File: src/rtl/fbpa_pkg.sv
// Shared types, field widths and codes of the fixed block page allocator.
package fbpa_pkg;

    localparam int ADDR_W         = 32;
    localparam int SIZE_W         = 21;
    localparam int COUNT_W        = 7;
    localparam int FUNC_W         = 2;
    localparam int CFG_IDX_W      = 2;
    localparam int MAX_BLOCKS_DEF = 64;

    // Request codes.
    localparam logic [FUNC_W-1:0] FUNC_ALLOC = 2'd0;
    localparam logic [FUNC_W-1:0] FUNC_FREE  = 2'd1;
    localparam logic [FUNC_W-1:0] FUNC_SPLIT = 2'd2;

    // Configuration register indexes.
    localparam logic [CFG_IDX_W-1:0] CFG_BASE  = 2'd0;
    localparam logic [CFG_IDX_W-1:0] CFG_SIZE  = 2'd1;
    localparam logic [CFG_IDX_W-1:0] CFG_COUNT = 2'd2;

    localparam logic [SIZE_W-1:0] SIZE_RESET = 21'd16;

    typedef struct packed {
        logic [FUNC_W-1:0] func;
        logic [ADDR_W-1:0] block_address;
    } in_word_t;

    typedef struct packed {
        logic [ADDR_W-1:0] alloc_address;
        logic              success;
        logic              page_full;
        logic              page_empty;
    } out_word_t;

    // Scan record that moves one cell along the chain each cycle.
    typedef struct packed {
        logic              active;
        logic              found;
        logic [ADDR_W-1:0] addr;
        logic [ADDR_W-1:0] best_addr;
    } scan_rec_t;

    // Broadcast control from the sequencer to every cell.
    typedef struct packed {
        logic split;
        logic commit;
        logic is_alloc;
        logic is_free;
    } cell_ctl_t;

endpackage

File: src/rtl/fbpa_cell.sv
// One block cell: free and in-use bits plus one stage of the address scan.
module fbpa_cell #(
    parameter int IDX_W    = 6,
    parameter int CNT_W    = 7,
    parameter int CELL_IDX = 0
) (
    input  logic                     clk,
    input  logic                     rst_n,
    input  fbpa_pkg::cell_ctl_t      ctl,
    input  logic [IDX_W-1:0]         commit_idx,
    input  logic [CNT_W-1:0]         split_lim,
    input  logic [fbpa_pkg::ADDR_W-1:0] want,
    input  logic [fbpa_pkg::SIZE_W-1:0] block_size,
    input  fbpa_pkg::scan_rec_t      rec_in,
    input  logic [IDX_W-1:0]         idx_in,
    output fbpa_pkg::scan_rec_t      rec_out,
    output logic [IDX_W-1:0]         idx_out
);
    import fbpa_pkg::*;

    logic            free_reg;
    logic            used_reg;
    logic            free_next;
    logic            used_next;
    scan_rec_t       rec_reg;
    scan_rec_t       rec_next;
    logic [IDX_W-1:0] idx_reg;
    logic [IDX_W-1:0] idx_next;
    logic            take;
    logic            hit;

    // The incoming record carries this block's address; a free block with a
    // strictly lower address than the best so far wins, so ties keep the lower index.
    assign take = ctl.is_alloc && free_reg
                  && (!rec_in.found || (rec_in.addr < rec_in.best_addr));
    assign hit  = ctl.is_free && used_reg && !rec_in.found && (rec_in.addr == want);

    always_comb
    begin
        rec_next.active    = rec_in.active;
        rec_next.found     = rec_in.found || take || hit;
        rec_next.addr      = rec_in.addr + {{(ADDR_W-SIZE_W){1'b0}}, block_size};
        rec_next.best_addr = take ? rec_in.addr : rec_in.best_addr;
        idx_next           = take ? IDX_W'(CELL_IDX) : idx_in;
    end

    always_comb
    begin
        free_next = free_reg;
        used_next = used_reg;
        if (ctl.split)
        begin
            free_next = (CNT_W'(CELL_IDX) < split_lim);
            used_next = 1'b0;
        end
        else if (ctl.commit && (commit_idx == IDX_W'(CELL_IDX)))
        begin
            free_next = 1'b0;
            used_next = 1'b1;
        end
        else if (rec_in.active && hit)
        begin
            free_next = 1'b1;
            used_next = 1'b0;
        end
    end

    always_ff @(posedge clk or negedge rst_n)
    begin
        if (!rst_n)
        begin
            free_reg <= 1'b0;
            used_reg <= 1'b0;
            rec_reg  <= '0;
            idx_reg  <= '0;
        end
        else
        begin
            free_reg <= free_next;
            used_reg <= used_next;
            rec_reg  <= rec_next;
            idx_reg  <= idx_next;
        end
    end

    assign rec_out = rec_reg;
    assign idx_out = idx_reg;

endmodule

File: config.mk
export PLATFORM = sky130hd
export DESIGN_NAME = fbpa_cell
export DESIGN_NICKNAME = d
export VERILOG_FILES = /design/src/rtl/fbpa_pkg.sv /design/src/rtl/fbpa_cell.sv
export SDC_FILE = /design/constraint.sdc
export NUM_CORES = 1
export LEC_CHECK = 0
export BUFFER_PORTS_ARGS = -buffer_cell sky130_fd_sc_hd__buf_2
export CAP_MARGIN = 20
export CORE_MARGIN = 1
export CORE_UTILIZATION = 45
export DETAILED_ROUTE_END_ITERATION = 6
export HOLD_SLACK_MARGIN = 0.06
export PLACE_DENSITY = 0.74
export SLEW_MARGIN = 20
export SYNTH_ARGS = -nofsm -noshare
export SYNTH_HDL_FRONTEND = slang
export SYNTH_SLANG_ARGS = --single-unit
File: constraint.sdc
create_clock -name clk -period 4.2 [get_ports clk]
set_input_delay 0.42 -clock clk [delete_from_list [all_inputs] [get_ports clk]]
set_output_delay 0.42 -clock clk [all_outputs]
set_load 0.01 [all_outputs]
Yosys cells after proc, flatten, opt, wreduce, memory -nomap -nowiden:

Index checks and enable logic that the tools add are counted.

* register bits after elaboration: 74
* input port bits: 144
* output and inout bits: 72
* word-level logic and storage cells: 32

* add/subtract/negate cells: 1
* order comparisons: 2
* eq/ne operators: 1
* multiplexer cells: 8
* reduce and logical (&&, ||, !) cells: 13

Operators by type and width (count)
* $add 32x21->32: 1
* $eq 32x32->1: 1
* $lt 32x32->1: 1
* $mux 32: 1
* $logic_and 1x1->1: 7
* $lt 1x7->1 const A: 1
* $logic_not 6->1: 1
* $mux 1: 6
* $mux 6: 1
* $logic_or 1x1->1: 3
* $reduce_bool 3->1: 1
* $logic_not 1->1: 1

Logic depth before layout (Yosys ltp):

Gate-level depths: netlist of the first run.

* depth in word-level cells: 7
* depth in mapped cells: 10
* gate-level depth less buffers: 8

Worst setup path before layout of the first run:

No wires, ideal clock.

* kind: input port to flip-flop
* start point: input port rec_in[29] in the netlist's numbering
* end point: register rec_reg (netlist bit rec_out[17])
* arrival time: 2219 ps
* slack: 1856 ps
* stages: 10
* buffers on the path: 2
* cell sequence: inv_1 > ha_1 > a21oi_1 > nor2_1 > a2111oi_0 > a31oi_1 > a41oi_1 > buf_6 > buf_8 > mux2_4

RTL lines
* start: declaration: RTL line fbpa_cell.sv:14 `input fbpa_pkg::scan_rec_t rec_in,`
* end signal: assignment: RTL line fbpa_cell.sv:81 `rec_reg <= rec_next;`
* end: declaration: RTL line fbpa_cell.sv:25 `scan_rec_t rec_reg;`

==> reports/metrics.cfg, run 1 <==
[run_status]
status=completed

[power_and_ir_drop]
leakagePower_uw=0.003191
ir_drop_uv=153.4
p_per_area_nw_per_um2=323.1
switching_share_pct=33.35
combPwrFrac_pct=31.4
p_int_uw=1379
clockPowerShare_pct=28.8
p_switching_uw=690.3
p_seq_share_pct=39.8

[synth]
syn_nets=685
synth_area_leader_cell=dfrtp_1
synth_cell_types=58
synth_commonest_cells=74 x dfrtp_1, 52 x ha_1, 48 x xnor2_1
ys_ff_latch=74
async_flop_share_pct=100.0
yosys-top-cells-area=dfrtp_1 37%, ha_1 13%, xnor2_1 8.4%
syn_avg_cell_area_um2=10.23
syn_area_um2=4994
yosysMostFrequentCell=dfrtp_1
synthCells=488
yosysWarningCount=0
yosysTopAreaCellShare_pct=37.08
synth_edf_count=0
yosysSeqAreaShare_pct=37.08
ys.flop_type=dfrtp_1

[route]
routed_wl_um=14900
drtAntennaViolNets=0
top_layer_used=met4
drcViolationCount=0
drtIter0Drc=174
dr.pass1.iters=4
wl_met3_um=990
drt-met1-wl_um=6145
routed-wl-met2_um=7211
viasPerCell=5.414
wl_per_cell_um=17.61
vias=4580

[sta]
rsz0062_at_grt=no
skew_ns=0.006554
finalHoldViolations=0
fmax_mhz=369.7
finalCritPeriodShare_pct=64.41
setup_tns_ns=0
drv_slew=0
setup_violations=0
slew-limit-headroom_pct=38.03
post-route-min-period_ns=2.705
worst-slew-pin-transition_ns=0.9296

[clock_network]
postCtsSetupBuffers=0
hold_buffers=0
clk_path_buf_depth=2
cts_num_sinks=74
root_buffer=clkbuf_8
clkTransAtPathRegs_ns=0.09
numCtsBuffers=9
cts_resized=0
h-tree-depth=3
clkLatencyLatePin_ns=0.37
cts_tree=built

[floorplan]
initial_core_util_pct=46.06
fp.dieW_um=107.3
io_pins=216
dieArea_um2=11520
die_h_um=107.3
fp-row-count=38
core-area_um2=10840

[setup_path]
r2r_start=free_reg$_DFFE_PN0P_
crit_start=rec_in[61]
crit_path_end_kind=flip-flop
start_kind=primary input
cp.required_ns=4.47
crit_type=in -> reg
crit_path_max_fanout=22
crit_arrival_ns=2.97

[min_path]
min-delay-path-class=in -> async

[finish]
stdcell_count=846
largest_reg_flops=66
diodes=0
fin_nets=898
areaGrowthSynthToFinish_pct=28.29
fillers=950
drive_gt1_share_pct=39.38
utilization_pct=59.10

[grt]
grt_overflow=0
grt_max_degree=75
track_usage_pct=26.35
antenna_found_initial=1
grt_pass1_wl_um=22670
grt_pass1_vias=4573

[placement]
dp_hpwl_um=11900
gp_congestion=0.9123
placedCellCount=830
portBuffers=215

[job]
maxCapViolCount=0

-- per-stage QoR --
step / hold slack [ns] / area (um2) / setup slack [ns] / total power (uW)
2_1_floorplan: 0.1244 / 4994 / 1.856 / 1212
3_3_place_gp: 0.5082 / 6198 / 1.171 / 1470
3_5_place_dp: 0.5164 / 6198 / 1.120 / 1484
4_1_cts: 0.1719 / 6406 / 1.514 / 2076
5_1_grt: 0.1708 / 6406 / 1.378 / 2189
6_report: 0.1777 / 6406 / 1.495 / 2070
-- cell usage in the layout, fill, tap and decap left out, types with 2 or more instances in the layout --
cell,Yosys,layout
a211oi_1,3,3
a211oi_2,2,2
a21boi_0,2,2
a21o_1,9,9
a21oi_1,33,33
a31oi_1,8,8
and4_1,3,3
buf_2,2,214
clkbuf_8,0,9
dfrtp_1,74,74
ha_1,52,52
inv_1,39,39
inv_6,0,3
mux2_2,18,18
mux2_4,14,14
nand2_1,34,34
nand2b_1,3,3
nand3_1,6,6
nand4_1,21,21
nor2_1,14,14
nor2b_1,8,8
nor3_1,4,4
nor4_1,4,4
o2111ai_1,4,4
o211ai_1,3,3
o21a_1,4,4
o21ai_0,20,20
o311ai_2,2,2
o31ai_1,3,3
or2_2,2,2
xnor2_1,48,48
xor2_1,13,13
-- final cells by class --
type,instances,area [um2],area share [%]
multi-input combinational,361,2927,45.68
sequential,74,1852,28.91
timing repair buffer,216,1099,17.15
tap,140,175.2,2.734
inverter,39,146.4,2.285
clock buffer,9,123.9,1.934
clock inverter,7,83.83,1.309
-- path summary, 6_finish.rpt --
| path | slack (ns) | cells after the start | endpoint |
|---|---|---|---|
| hold / removal | 0.18 | 1 | idx_out[2]$_DFF_PN0_ |
| hold reg to reg | 0.53 | 2 | used_reg$_DFFE_PN0P_ |
| setup / recovery | 1.49 | 9 | rec_out[31]$_DFF_PN0_ |
| setup reg to reg | 1.81 | 6 | rec_out[31]$_DFF_PN0_ |
| max in group asynchronous | 3.41 | 1 | rec_out[7]$_DFF_PN0_ |
| min in group clk | 0.18 | 1 | rec_out[65]$_DFF_PN0_ |
-- cell families after synthesis --
logic type,synth area share [%]
AOI/OAI and AO/OA,14.56
xor gates and xnor gates,10.70
adders and majority gates,13.43
buffers and inverters,4.685
DFF,37.08
muxes,8.268
and+or+nand+nor,11.28
-- power by group through the flow --
stage                     Combinational (uW)  Sequential (uW)  Clock, uW
after CTS                                650              824        603
after global routing                     713              831        646
after global placement                   634              836          0
after floorplan                          322              890          0
final                                    650              823        597
after detailed placement                 646              838          0
-- routing by layer --
layer	track usage, %	vias to the layer above
met3	6.659	40
met5	0	-
met4	12.52	0
li1	-	2180
met1	31.81	2171
met2	43.87	189
-- critical path, stage by stage --
cell and delay (ns):
buf_2 0.16, ha_1 0.30, a21oi_1 0.16, nor2_1 0.05, a2111oi_0 0.40, a31oi_1 0.21, a41oi_4 0.63, buf_12 0.28
mux2_2 0.35
(Power assumes the default switching activity.)
==> inputs of run 2 (changes only) <==
- clock period: 4.2 -> 2.7 ns (I/O delays scaled with it)
==> run 2 against run 1 <==
Net effect:
- first-iteration DRC count up 14%
- cell area up 0.88%
- worst hold slack worse by 0.14 ns
- clock skew up 0.015 ns
- via count up 1.6%
- core utilization up 0.52 points
- power up 52%
- critical path type unchanged
- highest routed layer unchanged
==> reports/metrics.cfg, run 2 (synthesis gave the netlist of run 1 again) <==
[run_status]
status=completed

[sta]
rsz0062_at_grt=no
skew_ns=0.02151  ; +0.01496 ns
finalCritPeriodShare_pct=82.46
setup_tns_ns=0  ; unchanged
drv_slew=0  ; unchanged
slew-limit-headroom_pct=37.62  ; -0.40 points
setup_violations=0  ; unchanged
hold_ws_ns=0.04220  ; -0.1355 ns
post-route-min-period_ns=2.226
finalHoldViolations=0  ; unchanged
worst-slew-pin-transition_ns=0.9356  ; +0.006048 ns
fmax_mhz=449.1

[setup_path]
cp.required_ns=2.99  ; -1.48 ns
crit_type=in -> reg
start_kind=primary input
r2r_end=rec_out[3]$_DFF_PN0_
reg2reg_slack_ns=0.68  ; -1.13 ns
r2r_start=free_reg$_DFFE_PN0P_
reg2reg_depth=6  ; unchanged
crit_path_end_kind=flip-flop
crit_path_max_fanout=5  ; -77%
crit_arrival_ns=2.52  ; -0.45 ns

[grt]
grt_pass1_wl_um=23600  ; +4.1%
grt_pass1_vias=4644  ; +1.6%
grt_overflow=0  ; unchanged
antenna_found_initial=3  ; +2
track_usage_pct=27.28  ; +0.92 points
grt_max_degree=75  ; unchanged

[finish]
fin_nets=908  ; +1.1%
largest_reg_flops=66  ; unchanged
drive_gt1_share_pct=40.08  ; +0.71 points
final_common_cell=buf_2
stdcell_count=858  ; +1.4%
final_area_um2=6462  ; +0.88%
layout_common_cells=214 x buf_2, 74 x dfrtp_1, 52 x ha_1, 48 x xnor2_1, 39 x inv_1
areaGrowthSynthToFinish_pct=29.42

[power_and_ir_drop]
ir_drop_uv=308.8  ; +100%
leakagePower_uw=0.003221  ; +0.93%
p_per_area_nw_per_um2=485.9  ; +50%
finalPower_uw=3140  ; +52%

[clock_network]
root_buffer=clkbuf_8
cts_resized=0  ; unchanged
clk_path_buf_depth=2  ; unchanged
cts_num_sinks=74  ; unchanged
h-tree-depth=3  ; unchanged
clkTransAtPathRegs_ns=0.09  ; about the same
hold_buffers=1  ; +1
numCtsBuffers=9  ; unchanged
clkLatencyLatePin_ns=0.37  ; about the same
cts_tree=built
postCtsSetupBuffers=0  ; unchanged

[placement]
placedCellCount=839  ; +1.1%
placed_cell_area_um2=6266  ; +1.1%
dp_hpwl_um=12290  ; +3.3%
portBuffers=215  ; unchanged
gp_congestion=0.9299  ; +1.9%

[floorplan]
initial_core_util_pct=46.06  ; unchanged
fp.dieW_um=107.3  ; unchanged
fp-row-count=38  ; unchanged
core-area_um2=10840  ; unchanged
dieArea_um2=11520  ; unchanged
die_h_um=107.3  ; unchanged
io_pins=216  ; unchanged

[route]
drtAntennaViolNets=0  ; unchanged
top_layer_used=met4
wl_per_cell_um=17.82  ; +1.2%
drt-met1-wl_um=6266  ; +2.0%
routed_wl_um=15290  ; +2.6%
routed-wl-met2_um=7381  ; +2.4%
vias=4654  ; +1.6%
viasPerCell=5.424  ; +0.19%
dr.pass1.iters=4  ; unchanged
wl_met3_um=920  ; -7.1%
drcViolationCount=0  ; unchanged
drtIter0Drc=199  ; +14%

[job]
maxCapViolCount=0  ; unchanged

[min_path]
min-delay-path-class=in -> async

run 2: cell types whose count changed in the layout (fill, tap and decap cells not counted), sizes merged:
| cell | change |
|---|---|
| buf | +9 |
| clkinvlp | +2 |
| dlygate4sd3 | +1 |
| diode | +2 |
| bufinv | -1 |
| clkinv | -1 |
run 2: cell type report:
cell class,count,area [um2]
clock inverters,7,57.56
inverters,39,146.4
clock buffers,9,123.9
fillers,976,4378
well taps,140,175.2
diodes,2,5.005
repair buffers,226,1176
flip-flops and latches,74,1852
multi-input cells,361,2927
run 2: power by group:
part | internal (uW) | switching (uW) | leakage [uW]
combinational | 467 | 567 | 0.00227
clock | 346 | 481 | 0.0000833
sequential | 1250 | 33.3 | 0.000866
run 2: per-layer routing:
layer,global-route usage (%),vias to the layer above
li1,-,2201
met1,33.05,2218
met2,44.93,186
met3,5.630,49
met4,15.66,0
met5,0,-
run 2: how the worst max path moves through the flow:
stage,startpoint,depth (start not counted),slack [ns],to
floorplan,rec_in[29],10,0.51,rec_out[17]$_DFF_PN0_
global placement,rec_in[29],10,0.18,rec_out[0]$_DFF_PN0_
detailed placement,rec_in[29],10,0.16,rec_out[10]$_DFF_PN0_
CTS,rec_in[29],10,0.52,rec_out[6]$_DFF_PN0_
global route,rec_in[29],10,0.36,rec_out[10]$_DFF_PN0_
finish,rec_in[32],9,0.47,rec_out[54]$_DFF_PN0_
run 2: through the flow:
| stage | setup WS, ns | utilization [%] |
|---|---|---|
| after detailed placement | 0.1580 | 57.80 |
| after global placement | 0.1794 | 57.80 |
| after floorplan | 0.5064 | - |
| after CTS | 0.5180 | 59.57 |
| after global routing | 0.3591 | 59.61 |
| final | 0.4736 | 59.61 |
run 2: worst max-delay path, stage by stage:
cell and delay [ns]:
buf_2 0.12, ha_1 0.21, fa_1 0.45, a211oi_1 0.32, o311ai_2 0.17, o2111ai_1 0.38
a211oi_2 0.18, o21ai_0 0.26, xnor2_1 0.15
